`config.mk`:
```
export PLATFORM = sky130hd
export DESIGN_NAME = periodic_timer_bank
export DESIGN_NICKNAME = d
export VERILOG_FILES = /design/src/rtl/core/ptb_pkg.sv /design/src/rtl/core/ptb_slot_mem.sv /design/src/rtl/core/ptb_slot_eval.sv /design/src/rtl/core/periodic_timer_bank.sv
export SDC_FILE = /design/constraint.sdc
export NUM_CORES = 2
export LEC_CHECK = 0
export BUFFER_PORTS_ARGS = -buffer_cell sky130_fd_sc_hd__buf_4
export CORE_MARGIN = 1.5
export CORE_UTILIZATION = 50
export DETAILED_ROUTE_END_ITERATION = 8
export GPL_ROUTABILITY_DRIVEN = 0
export GPL_TIMING_DRIVEN = 0
export PLACE_DENSITY = 0.73
export SLEW_MARGIN = 20
export SYNTH_ARGS = -nofsm -noshare
export SYNTH_HDL_FRONTEND = slang
export SYNTH_HIERARCHICAL = 1
export SYNTH_SLANG_ARGS = --single-unit
```
`constraint.sdc`:
```
create_clock -name clk -period 15.6 [get_ports clk]
set_input_delay 0.78 -clock clk [delete_from_list [all_inputs] [get_ports clk]]
set_output_delay 0.78 -clock clk [all_outputs]
set_load 0.05 [all_outputs]
```
`src/rtl/core/ptb_pkg.sv`:
```
`timescale 1ns / 1ps
// ----------------------------------------------------------------------------
// ptb_pkg
// Shared types and codes for the periodic timer bank: command and result
// codes, transfer payloads and the control bundle from the slot evaluator.
// ----------------------------------------------------------------------------
package ptb_pkg;

  localparam int NUM_TIMERS_DEF = 16;
  localparam int ID_WIDTH_DEF   = 16;

  // command codes
  localparam logic [2:0] CMD_TICK    = 3'd0;
  localparam logic [2:0] CMD_CREATE  = 3'd1;
  localparam logic [2:0] CMD_DESTROY = 3'd2;
  localparam logic [2:0] CMD_START   = 3'd3;
  localparam logic [2:0] CMD_STOP    = 3'd4;
  localparam logic [2:0] CMD_SET_PER = 3'd5;
  localparam logic [2:0] CMD_QUERY   = 3'd6;
  localparam logic [2:0] CMD_NOP     = 3'd7;

  // result kinds
  localparam logic [2:0] KIND_FIRED   = 3'd0;
  localparam logic [2:0] KIND_CREATED = 3'd1;
  localparam logic [2:0] KIND_ACK     = 3'd2;
  localparam logic [2:0] KIND_RUNNING = 3'd3;
  localparam logic [2:0] KIND_UNKNOWN = 3'd4;
  localparam logic [2:0] KIND_FULL    = 3'd5;

  typedef struct packed {
    logic [2:0]  command;
    logic [31:0] now_time;
    logic [15:0] timer_id;
    logic [31:0] period;
    logic [15:0] user_tag;
  } ptb_in_t;

  typedef struct packed {
    logic [2:0]  kind;
    logic [15:0] result_id;
    logic [15:0] result_tag;
    logic        is_running;
    logic        last_of_run;
  } ptb_out_t;

  typedef struct packed {
    logic hit;        // this slot is the one acted on
    logic wr_en;      // write back the slot entry
    logic set_valid;
    logic clr_valid;
  } ptb_ctl_t;

endpackage

```
`src/rtl/core/ptb_slot_mem.sv`:
```
`timescale 1ns / 1ps
// ----------------------------------------------------------------------------
// ptb_slot_mem
// Slot entry storage: one write port, one read port with registered data.
// ----------------------------------------------------------------------------
module ptb_slot_mem
  import ptb_pkg::*;
#(
  parameter int DEPTH  = NUM_TIMERS_DEF,
  parameter int ADDR_W = 4,
  parameter int DATA_W = ID_WIDTH_DEF + 81
) (
  input  logic              clk,
  input  logic              wr_en,
  input  logic [ADDR_W-1:0] wr_addr,
  input  logic [DATA_W-1:0] wr_data,
  input  logic              rd_en,
  input  logic [ADDR_W-1:0] rd_addr,
  output logic [DATA_W-1:0] rd_data_r
);

  logic [DATA_W-1:0] slot_mem_r [DEPTH];

  always_ff @(posedge clk) begin
    if (wr_en) begin
      slot_mem_r[wr_addr] <= wr_data;
    end
  end

  always_ff @(posedge clk) begin
    if (rd_en) begin
      rd_data_r <= slot_mem_r[rd_addr];
    end
  end

endmodule

```
`src/rtl/core/ptb_slot_eval.sv`:
```
`timescale 1ns / 1ps
// ----------------------------------------------------------------------------
// ptb_slot_eval
// Shared per-slot unit: elapsed-time subtract and compare, id compare, and
// the updated entry and result for the slot under the scan.
// ----------------------------------------------------------------------------
module ptb_slot_eval
  import ptb_pkg::*;
#(
  parameter int ID_WIDTH = ID_WIDTH_DEF
) (
  input  ptb_in_t              cmd,
  input  logic [ID_WIDTH-1:0]  next_ident,
  input  logic                 slot_vld,
  input  logic [ID_WIDTH-1:0]  ent_ident,
  input  logic [15:0]          ent_tag,
  input  logic [31:0]          ent_period,
  input  logic [31:0]          ent_last,
  input  logic                 ent_running,
  output ptb_ctl_t             ctl,
  output ptb_out_t             res,
  output logic [ID_WIDTH-1:0]  wr_ident,
  output logic [15:0]          wr_tag,
  output logic [31:0]          wr_period,
  output logic [31:0]          wr_last,
  output logic                 wr_running
);

  localparam int CMP_W = (ID_WIDTH > 16) ? ID_WIDTH : 16;

  logic [31:0] elapsed;
  logic        due;
  logic        id_match;

  assign elapsed  = cmd.now_time - ent_last;   // wraps like the time base
  assign due      = elapsed >= ent_period;
  assign id_match = CMP_W'(ent_ident) == CMP_W'(cmd.timer_id);

  always_comb begin
    ctl             = '0;
    wr_ident        = ent_ident;
    wr_tag          = ent_tag;
    wr_period       = ent_period;
    wr_last         = ent_last;
    wr_running      = ent_running;
    res.kind        = KIND_ACK;
    res.result_id   = cmd.timer_id;
    res.result_tag  = '0;
    res.is_running  = 1'b0;
    res.last_of_run = 1'b1;
    case (cmd.command)
      CMD_TICK: begin
        ctl.hit         = slot_vld && ent_running && due;
        ctl.wr_en       = 1'b1;
        wr_last         = cmd.now_time;
        res.kind        = KIND_FIRED;
        res.result_id   = 16'(ent_ident);
        res.result_tag  = ent_tag;
        res.last_of_run = 1'b0;
      end
      CMD_CREATE: begin
        ctl.hit       = !slot_vld;
        ctl.wr_en     = 1'b1;
        ctl.set_valid = 1'b1;
        wr_ident      = next_ident;
        wr_tag        = cmd.user_tag;
        wr_period     = cmd.period;
        wr_last       = '0;
        wr_running    = 1'b1;
        res.kind      = KIND_CREATED;
        res.result_id = 16'(next_ident);
      end
      CMD_DESTROY: begin
        ctl.hit       = slot_vld && id_match;
        ctl.clr_valid = 1'b1;
      end
      CMD_START: begin
        ctl.hit    = slot_vld && id_match;
        ctl.wr_en  = 1'b1;
        wr_running = 1'b1;
      end
      CMD_STOP: begin
        ctl.hit    = slot_vld && id_match;
        ctl.wr_en  = 1'b1;
        wr_running = 1'b0;
      end
      CMD_SET_PER: begin
        ctl.hit   = slot_vld && id_match;
        ctl.wr_en = 1'b1;
        wr_period = cmd.period;
      end
      CMD_QUERY: begin
        ctl.hit        = slot_vld && id_match;
        res.kind       = KIND_RUNNING;
        res.is_running = ent_running;
      end
      default: begin
        ctl.hit = 1'b0;
      end
    endcase
  end

endmodule

```
`src/rtl/core/periodic_timer_bank.sv`:
```
`timescale 1ns / 1ps
// ----------------------------------------------------------------------------
// periodic_timer_bank
// A command is registered, the slots are read in order from slot 0, each read
// entry is evaluated and its result is written to the output register. A create
// or lookup stops at the slot it hits; a tick or a miss scans all slots. One
// command at a time: in_stall is high until it is done; output stalls hold the
// scan. Sync active-low reset clears all slots and the id counter; slot memory
// contents are don't-care until created.
// ----------------------------------------------------------------------------
module periodic_timer_bank
  import ptb_pkg::*;
#(
  parameter int NUM_TIMERS = NUM_TIMERS_DEF,
  parameter int ID_WIDTH   = ID_WIDTH_DEF
) (
  input  logic     clk,
  input  logic     rst_n,
  input  logic     in_valid,
  output logic     in_stall,
  input  ptb_in_t  in_data,
  output logic     out_valid,
  input  logic     out_stall,
  output ptb_out_t out_data
);

  localparam int IDX_W = (NUM_TIMERS > 1) ? $clog2(NUM_TIMERS) : 1;
  localparam int ENT_W = ID_WIDTH + 16 + 32 + 32 + 1;
  localparam logic [IDX_W-1:0] LAST_IDX = IDX_W'(NUM_TIMERS - 1);

  typedef enum logic [2:0] {
    ST_IDLE   = 3'b001,
    ST_SCAN   = 3'b010,
    ST_FINISH = 3'b100
  } state_t;

  state_t                st_r, st_nxt;
  ptb_in_t               cmd_r, cmd_nxt;
  logic [IDX_W-1:0]      rd_idx_r, rd_idx_nxt;
  logic                  issue_r, issue_nxt;
  logic [IDX_W-1:0]      ev_idx_r, ev_idx_nxt;
  logic                  ev_vld_r, ev_vld_nxt;
  logic                  hold_vld_r, hold_vld_nxt;
  ptb_out_t              hold_data_r, hold_data_nxt;
  logic                  out_vld_r, out_vld_nxt;
  ptb_out_t              out_data_r, out_data_nxt;
  logic [NUM_TIMERS-1:0] valid_r, valid_nxt;
  logic [ID_WIDTH-1:0]   next_ident_r, next_ident_nxt;

  logic                  mem_rd_en;
  logic                  mem_wr_en;
  logic [ENT_W-1:0]      mem_rd_data;
  logic [ENT_W-1:0]      mem_wr_data;

  ptb_ctl_t              ctl;
  ptb_out_t              ev_res;
  logic [ID_WIDTH-1:0]   wr_ident;
  logic [15:0]           wr_tag;
  logic [31:0]           wr_period;
  logic [31:0]           wr_last;
  logic                  wr_running;

  logic                  out_free;
  logic                  is_tick;
  logic                  push;
  ptb_out_t              push_data;
  logic                  advance;
  logic                  done;

  ptb_slot_mem #(
    .DEPTH  (NUM_TIMERS),
    .ADDR_W (IDX_W),
    .DATA_W (ENT_W)
  ) u_mem (
    .clk       (clk),
    .wr_en     (mem_wr_en),
    .wr_addr   (ev_idx_r),
    .wr_data   (mem_wr_data),
    .rd_en     (mem_rd_en),
    .rd_addr   (rd_idx_r),
    .rd_data_r (mem_rd_data)
  );

  ptb_slot_eval #(
    .ID_WIDTH (ID_WIDTH)
  ) u_eval (
    .cmd         (cmd_r),
    .next_ident  (next_ident_r),
    .slot_vld    (valid_r[ev_idx_r]),
    .ent_ident   (mem_rd_data[ENT_W-1 -: ID_WIDTH]),
    .ent_tag     (mem_rd_data[80:65]),
    .ent_period  (mem_rd_data[64:33]),
    .ent_last    (mem_rd_data[32:1]),
    .ent_running (mem_rd_data[0]),
    .ctl         (ctl),
    .res         (ev_res),
    .wr_ident    (wr_ident),
    .wr_tag      (wr_tag),
    .wr_period   (wr_period),
    .wr_last     (wr_last),
    .wr_running  (wr_running)
  );

  assign mem_wr_data = {wr_ident, wr_tag, wr_period, wr_last, wr_running};

  assign out_free  = !out_vld_r || !out_stall;
  assign is_tick   = cmd_r.command == CMD_TICK;
  assign in_stall  = st_r != ST_IDLE;
  assign out_valid = out_vld_r;
  assign out_data  = out_data_r;

  always_comb begin
    st_nxt         = st_r;
    cmd_nxt        = cmd_r;
    rd_idx_nxt     = rd_idx_r;
    issue_nxt      = issue_r;
    ev_idx_nxt     = ev_idx_r;
    ev_vld_nxt     = ev_vld_r;
    hold_vld_nxt   = hold_vld_r;
    hold_data_nxt  = hold_data_r;
    valid_nxt      = valid_r;
    next_ident_nxt = next_ident_r;
    mem_rd_en      = 1'b0;
    mem_wr_en      = 1'b0;
    push           = 1'b0;
    push_data      = '0;
    advance        = 1'b1;
    done           = 1'b0;
    case (st_r)
      ST_IDLE: begin
        if (in_valid) begin
          cmd_nxt = in_data;
          if (in_data.command != CMD_NOP) begin
            st_nxt       = ST_SCAN;
            rd_idx_nxt   = '0;
            issue_nxt    = 1'b1;
            ev_vld_nxt   = 1'b0;
            hold_vld_nxt = 1'b0;
          end
        end
      end
      ST_SCAN: begin
        if (ev_vld_r && ctl.hit) begin
          if (is_tick) begin
            // the held firing goes out once a later one shows it is not last
            if (hold_vld_r && !out_free) begin
              advance = 1'b0;
            end else begin
              push          = hold_vld_r;
              push_data     = hold_data_r;
              hold_vld_nxt  = 1'b1;
              hold_data_nxt = ev_res;
              mem_wr_en     = 1'b1;
            end
          end else if (!out_free) begin
            advance = 1'b0;
          end else begin
            push      = 1'b1;
            push_data = ev_res;
            mem_wr_en = ctl.wr_en;
            if (ctl.set_valid) begin
              valid_nxt[ev_idx_r] = 1'b1;
              next_ident_nxt      = next_ident_r + 1'b1;
            end
            if (ctl.clr_valid) begin
              valid_nxt[ev_idx_r] = 1'b0;
            end
            done       = 1'b1;
            st_nxt     = ST_IDLE;
            issue_nxt  = 1'b0;
            ev_vld_nxt = 1'b0;
          end
        end
        if (advance && !done) begin
          if (issue_r) begin
            mem_rd_en  = 1'b1;
            ev_idx_nxt = rd_idx_r;
            ev_vld_nxt = 1'b1;
            rd_idx_nxt = rd_idx_r + 1'b1;
            issue_nxt  = rd_idx_r != LAST_IDX;
          end else begin
            ev_vld_nxt = 1'b0;
            if (!ev_vld_r) begin
              st_nxt = ST_FINISH;
            end
          end
        end
      end
      ST_FINISH: begin
        if (is_tick) begin
          if (!hold_vld_r) begin
            st_nxt = ST_IDLE;
          end else if (out_free) begin
            push                  = 1'b1;
            push_data             = hold_data_r;
            push_data.last_of_run = 1'b1;
            hold_vld_nxt          = 1'b0;
            st_nxt                = ST_IDLE;
          end
        end else if (out_free) begin
          push                  = 1'b1;
          push_data.last_of_run = 1'b1;
          if (cmd_r.command == CMD_CREATE) begin
            push_data.kind = KIND_FULL;
          end else begin
            push_data.kind      = KIND_UNKNOWN;
            push_data.result_id = cmd_r.timer_id;
          end
          st_nxt = ST_IDLE;
        end
      end
      default: begin
        st_nxt = ST_IDLE;
      end
    endcase
  end

  always_comb begin
    out_vld_nxt  = out_vld_r;
    out_data_nxt = out_data_r;
    if (push) begin
      out_vld_nxt  = 1'b1;
      out_data_nxt = push_data;
    end else if (!out_stall) begin
      out_vld_nxt = 1'b0;
    end
  end

  always_ff @(posedge clk) begin
    if (!rst_n) begin
      st_r         <= ST_IDLE;
      issue_r      <= 1'b0;
      ev_vld_r     <= 1'b0;
      hold_vld_r   <= 1'b0;
      out_vld_r    <= 1'b0;
      valid_r      <= '0;
      next_ident_r <= '0;
      rd_idx_r     <= '0;
    end else begin
      st_r         <= st_nxt;
      issue_r      <= issue_nxt;
      ev_vld_r     <= ev_vld_nxt;
      hold_vld_r   <= hold_vld_nxt;
      out_vld_r    <= out_vld_nxt;
      valid_r      <= valid_nxt;
      next_ident_r <= next_ident_nxt;
      rd_idx_r     <= rd_idx_nxt;
    end
  end

  always_ff @(posedge clk) begin
    cmd_r       <= cmd_nxt;
    ev_idx_r    <= ev_idx_nxt;
    hold_data_r <= hold_data_nxt;
    out_data_r  <= out_data_nxt;
  end

  // single-result commands always close their run
  a_single_is_last: assert property (@(posedge clk) disable iff (!rst_n)
    out_valid && (out_data.kind != KIND_FIRED) |-> out_data.last_of_run)
    else $error("non-fired result without last marker");

  a_eval_in_scan: assert property (@(posedge clk) disable iff (!rst_n)
    ev_vld_r |-> (st_r == ST_SCAN))
    else $error("slot evaluation outside scan");

  a_hold_tick_only: assert property (@(posedge clk) disable iff (!rst_n)
    hold_vld_r |-> (cmd_r.command == CMD_TICK))
    else $error("held firing on a non-tick command");

  a_ident_step: assert property (@(posedge clk) disable iff (!rst_n)
    (st_r == ST_SCAN) && ev_vld_r && ctl.hit && (cmd_r.command == CMD_CREATE) && out_free
    |=> next_ident_r == ID_WIDTH'($past(next_ident_r) + 1'b1))
    else $error("id counter did not advance on create");

  a_one_alloc: assert property (@(posedge clk) disable iff (!rst_n)
    $countones(valid_r & ~$past(valid_r)) <= 1)
    else $error("more than one slot allocated in a cycle");

endmodule

```
* Yosys cells after proc, flatten, opt, wreduce, memory -nomap -nowiden
Memory sizes are Yosys's and may differ from the RTL's. A register that Yosys moved wholly into a read port is not among the register bits.
Index checks and enable logic that the tools add are counted.
** Word-level totals
- Bits in registers :: 220
- Memory bits (writable) :: 1552
- Output and inout port bits :: 39
- Word-level logic and storage cells :: 191
- Memories kept :: 1
** Cells by class
- Add/sub/neg operators :: 3
- Order comparisons :: 3
- Equal/unequal tests :: 25
- Mux-type cells :: 100
- Bitwise logic cells :: 5
- Reductions and logical operators :: 30
** Memory list
- u_mem.slot_mem_r :: words 16, width 97, read ports 1, clocked after memory_dff 1, wr ports 1, line ptb_slot_mem.sv:22 : logic [DATA_W-1:0] slot_mem_r [DEPTH];
** Operators with widths (count)
- $mux W37 :: 6
- $mux W16 :: 10
- $pmux W37 S2 :: 1
- $pmux W32 S2 :: 1
- $mux W1 :: 52
- $mux W19 :: 2
- $ge A32 B32 Y1 :: 1
- $mux W32 :: 1
- $pmux W16 S2 :: 1
- $sub A32 B32 Y32 :: 1
- $mux W3 :: 10
- $mux W17 :: 1
- $add A16 B1 Y16 const B :: 1
- $and A16 B16 Y16 :: 1
- $eq A16 B16 Y1 :: 1
- $mux W4 :: 4
- $ne A2 B2 Y1 const B :: 8
- $not A16 Y16 :: 1
- $or A16 B16 Y16 :: 1
- $eq A3 B3 Y1 const B :: 4
- $ne A3 B3 Y1 const B :: 4
- $reduce_and A5 Y1 :: 2
- $eq A3 B2 Y1 const B :: 3
- $pmux W3 S3 :: 1
- 28 further kinds :: 48

* Depth between registers and ports, before layout
- Depth after elaboration :: 12
- Depth in mapped cells :: 23
- Depth with buffers taken out :: 22

* Hierarchy
Netlist, hierarchy kept.
** Modules (own cells, without submodules)
- ptb_slot_mem :: instances 1, cells an instance 2484, area each 60838.3 sq um
- periodic_timer_bank :: instances 1, cells an instance 521, area each 8262.9 sq um
- ptb_slot_eval :: instances 1, cells an instance 759, area each 4733.3 sq um

* Worst setup path after synthesis
No wires, ideal clock.
- Path type :: reg-to-reg
- From :: register cmd_r[64] (netlist bit)
- To :: memory u_mem/slot_mem_r[0][0] (netlist bit), enable pin
- Setup time :: 0.671 ns
- Arrival :: 11.175 ns
- Data required time :: 14.929 ns
- Setup slack :: 3.754 ns
- Cell stages (with the launch flop) :: 24
- Path buffers :: 1
- Period minus slack after synthesis :: 11.846 ns
- Cell sequence :: edfxtp_1 -> inv_1 -> ha_1 -> inv_1 -> fa_1 -> a21o_1 -> a221oi_2 -> o21ai_2 -> a221o_1 -> a2111oi_2 -> xnor2_1 -> ha_1 -> nand2_1 -> nor3_1 -> nand3_1 -> o22ai_1 -> nor2_1 -> o211ai_1 -> and2_1 -> nand2_1 -> clkbuf_1 -> a21oi_1 -> or3b_2 -> nor3_1
** RTL lines
- start: declaration :: line periodic_timer_bank.sv:38 : ptb_in_t cmd_r, cmd_nxt;
- start signal: assignment :: line periodic_timer_bank.sv:252 : cmd_r <= cmd_nxt;
- end: declaration :: line ptb_slot_mem.sv:22

==> insert_results.sql <==
INSERT INTO impl_metrics (metric_group, metric, value, unit) VALUES
('outcome', 'outcome', 'finished, final reports clean', ''),
('clock_tree', 'post_cts.resized_instances', '0', ''),
('worst_hold_path', 'holdPathStages', '1', ''),
('routing', 'routed_wl', '199000', 'um'),
('setup_path', 'worst-endpoint-required', '16.10', 'ns'),
('layout', 'synthToLayoutAreaGrowth', '16.1', '%'),
('clock_tree', 'clock_sinks', '1869', ''),
('worst_hold_path', 'hold_path_class', 'in -> reg', ''),
('routing', 'routedWlPerCell', '31.5', 'um'),
('logic_synthesis', 'synth-seq-area-share', '75.4', '%'),
('timing', 'finalHoldViolCount', '0', ''),
('timing', 'setup_total_negative_slack', '0', 'ns'),
('clock_tree', 'cts_htree_levels', '4', ''),
('power_and_ir_drop', 'cellLeakagePower', '27.4', 'nW'),
('logic_synthesis', 'synthesis_stage_register_bit_count', '1869', ''),
('clock_tree', 'cts-root-buf', 'sky130_fd_sc_hd__clkbuf_16', ''),
('die', 'chipWidth', '387', 'um'),
('placed_design', 'post_dp_cell_area', '80000', 'sq um'),
('die', 'row_count', '140', ''),
('layout', 'fin_area', '85700', 'sq um'),
('setup_path', 'critical_path_arrival', '9.47', 'ns'),
('clock_tree', 'cts_made_buffers', '184', ''),
('worst_hold_path', 'timing.hold.worst.start', 'in_data[66]', ''),
('logic_synthesis', 'yosysWarningCount', '6', ''),
('power_and_ir_drop', 'vdd_ir_drop_max', '0.000101', 'V'),
('timing', 'setup_viol_count_final', '0', ''),
('worst_hold_path', 'holdPathEnd', 'cmd_r[66]', ''),
('die', 'design.portCount', '142', ''),
('logic_synthesis', 'synth_cells', '3764', ''),
('timing', 'max-slew-margin-rel', '22.2', '%'),
('global_routing', 'grt-ovfl-total', '0', ''),
('global_routing', 'antenna_found_initial', '4', ''),
('setup_path', 'critical_path_peak_fanout', '15', ''),
('timing', 'timing.clock.skew', '0.0410', 'ns'),
('layout', 'drive_above_1_share', '24.6', '%'),
('timing', 'worstMarginPinSlew', '1.17', 'ns'),
('setup_path', 'endpoint_kind', 'flop', ''),
('setup_path', 'crit_path_max_incr_delay', '0.62', 'ns'),
('logic_synthesis', 'synthDistinctLibCells', '88', ''),
('placed_design', 'port-buffer-count', '140', ''),
('routing', 'pre_repair_dr_iteration_count', '5', ''),
('placed_design', 'post-dp-hpwl', '130000', 'um'),
('routing', 'route.antenna.remaining_nets', '0', ''),
('routing', 'routed_vias', '40600', ''),
('routing', 'initialDrtViolationCount', '6204', ''),
('global_routing', 'pin_count_of_the_biggest_net_entering_global_routing', '36', ''),
('power_and_ir_drop', 'power.density_cell_area', '118', 'nW/um^2'),
('clock_tree', 'cts_hold_buffers', '0', ''),
('routing', 'post-route-drc-count', '0', ''),
('run', 'timing.max_cap.violations', '0', ''),
('logic_synthesis', 'post_synth_design_cell_area', '73800', 'sq um'),
('global_routing', 'first_global_vias', '40600', ''),
('global_routing', 'grt_use_total', '26.4', '%'),
('logic_synthesis', 'synth_flop_type', 'sky130_fd_sc_hd__edfxtp_1', ''),
('clock_tree', 'clkSlewWorstSetupHoldPaths', '0.06', 'ns'),
('setup_path', 'reg2reg_from', 'cmd_r[64]', ''),
('clock_tree', 'insertion_delay', '0.83', 'ns'),
('setup_path', 'timing.reg2reg.setup_slack', '6.64', 'ns'),
('timing', 'grt_setup_unrepaired', 'no', ''),
('clock_tree', 'post_cts_buffers', '0', ''),
('power_and_ir_drop', 'report.power.total', '10.1', 'mW'),
('routing', 'avg_vias_per_cell', '6.43', ''),
('layout', 'nets', '4415', ''),
('clock_tree', 'clock_buffer_depth', '3', ''),
('setup_path', 'critPathKind', 'reg -> reg', ''),
('setup_path', 'worst-r2r-cell-count', '28', ''),
('global_routing', 'wire_length_of_the_first_global_routing_pass', '284000', 'um'),
('logic_synthesis', 'mappedNetlistNets', '3933', ''),
('setup_path', 'worst_path_most_repeated_cell', 'sky130_fd_sc_hd__buf_16', ''),
('timing', 'max_freq', '112', 'MHz'),
('setup_path', 'worstReg2RegEnd', 'u_mem/slot_mem_r[2][57]', '');
logic make-up after synthesis:
logic type	synth area share [%]
DFF	75.4
AOI/OAI and AO/OA	5.25
and+or+nand+nor	3.30
muxes	12.8
buffers and inverters	1.67
adders and majority gates	1.13
xor gates and xnor gates	0.463
other	0.00508
routing by layer:
| metal | GRT usage [%] | part of all wire [%] |
|---|---|---|
| met1 | 35.8 | 37 |
| met2 | 41.2 | 47 |
| met3 | 7.09 | 12 |
| met4 | 9.95 | 3.7 |
| met5 | 0 | 0.0096 |
synthesized netlist by cell type (5+ instances only):
cell	instances	share of area, %
sky130_fd_sc_hd__edfxtp_1	1826	74
sky130_fd_sc_hd__mux4_2	392	12
sky130_fd_sc_hd__nand2_1	272	1.4
sky130_fd_sc_hd__a22oi_1	216	2.2
sky130_fd_sc_hd__o21ai_0	110	0.75
sky130_fd_sc_hd__clkbuf_1	102	0.52
sky130_fd_sc_hd__inv_1	75	0.38
sky130_fd_sc_hd__ha_1	65	1.1
sky130_fd_sc_hd__a21oi_1	63	0.43
sky130_fd_sc_hd__nor2_1	56	0.28
sky130_fd_sc_hd__dfxtp_1	43	1.2
sky130_fd_sc_hd__mux2_2	33	0.50
sky130_fd_sc_hd__buf_2	32	0.22
sky130_fd_sc_hd__buf_1	31	0.16
sky130_fd_sc_hd__and2_1	28	0.24
sky130_fd_sc_hd__nor3_1	28	0.19
sky130_fd_sc_hd__buf_4	27	0.27
sky130_fd_sc_hd__a21o_1	25	0.25
sky130_fd_sc_hd__a22o_1	24	0.28
sky130_fd_sc_hd__mux2i_1	22	0.30
sky130_fd_sc_hd__nand3_1	21	0.14
sky130_fd_sc_hd__nand4_1	21	0.18
sky130_fd_sc_hd__xnor2_1	20	0.24
sky130_fd_sc_hd__xor2_1	19	0.23
sky130_fd_sc_hd__o31ai_1	14	0.14
sky130_fd_sc_hd__nor4_1	12	0.10
sky130_fd_sc_hd__o22ai_1	12	0.10
sky130_fd_sc_hd__nand2b_1	10	0.085
sky130_fd_sc_hd__or4_1	10	0.10
sky130_fd_sc_hd__and3_1	9	0.076
sky130_fd_sc_hd__o221a_2	9	0.14
sky130_fd_sc_hd__or3_1	9	0.076
sky130_fd_sc_hd__a21boi_0	8	0.081
sky130_fd_sc_hd__a211oi_1	7	0.071
sky130_fd_sc_hd__buf_6	7	0.11
sky130_fd_sc_hd__o221a_1	7	0.11
sky130_fd_sc_hd__and4_1	6	0.071
sky130_fd_sc_hd__nor2b_1	6	0.051
sky130_fd_sc_hd__a311oi_1	5	0.059
sky130_fd_sc_hd__o21a_1	5	0.051
how the worst max path moves through the flow:
stage,start,end,slack [ns],cells after the start
2_1_floorplan,cmd_r[64],u_mem/slot_mem_r[0][0],3.75,23
3_3_place_gp,cmd_r[64],u_mem/slot_mem_r[8][72],-6.92,23
3_5_place_dp,cmd_r[64],u_mem/slot_mem_r[2][54],7.08,28
4_1_cts,cmd_r[64],u_mem/slot_mem_r[2][54],6.97,28
5_1_grt,cmd_r[64],u_mem/slot_mem_r[4][15],6.52,27
6_report,cmd_r[64],u_mem/slot_mem_r[2][57],6.64,28
state kept, by name, summed over array words and instances, names as in the netlist:
| name | cells |
|---|---|
| out_data | 37 |
| out_valid | 1 |
| valid_r | 16 |
| u_mem/slot_mem_r | 1552 |
| cmd_r | 99 |
| ev_idx_r | 4 |
| next_ident_r | 16 |
| st_r | 3 |
| rd_idx_r | 4 |
| u_mem/rd_data_r | 97 |
| hold_vld_r | 1 |
| issue_r | 1 |
| hold_data_r | 37 |
| ev_vld_r | 1 |
stage by stage:
step                setup slack (ns)  std cells  util, %
global placement               -6.92       5821     52.9
CTS                             6.97       6306     58.6
global route                    6.52       6307     58.7
finish                          6.64       6310     58.7
detailed placement              7.08       5976     54.8
floorplan                       3.75       3764        -
power breakdown:
part | internal [mW] | switching [mW] | total [mW]
registers | 5.54 | 0.0270 | 5.56
logic | 0.0927 | 0.210 | 0.303
clock network | 2.37 | 1.85 | 4.22
cells in the final DEF (no fill, tap or decap), drive strengths merged, types with 29 or more instances in the layout:
cell type,n
a21oi,64
a22oi,216
buf,393
clkbuf,332
clkinv,76
dfxtp,43
edfxtp,1826
ha,65
inv,85
mux2,33
mux4,392
nand2,272
nor2,56
nor3,29
o21ai,112
critical path: cells and delay by family (launching register included):
family	cells	cell delay [ns]
xor gates and xnor gates	1	0.17
adders and majority gates	3	0.98
DFF	1	0.37
and+or+nand+nor	8	2.61
AOI/OAI and AO/OA	8	2.84
buffers and inverters	8	1.58
area by class of cell:
cell class,count,area (sq um)
well taps,1917,2400
plain buffers,199,941
flip-flops and latches,1869,55700
clock buffers,230,4860
diodes,3,7.51
fillers,10400,60400
inverters,78,293
clock inverters,100,772
multi-input cells,1618,17100
repair buffers,296,3640
No activity file was read; power rests on OpenSTA's default activity.
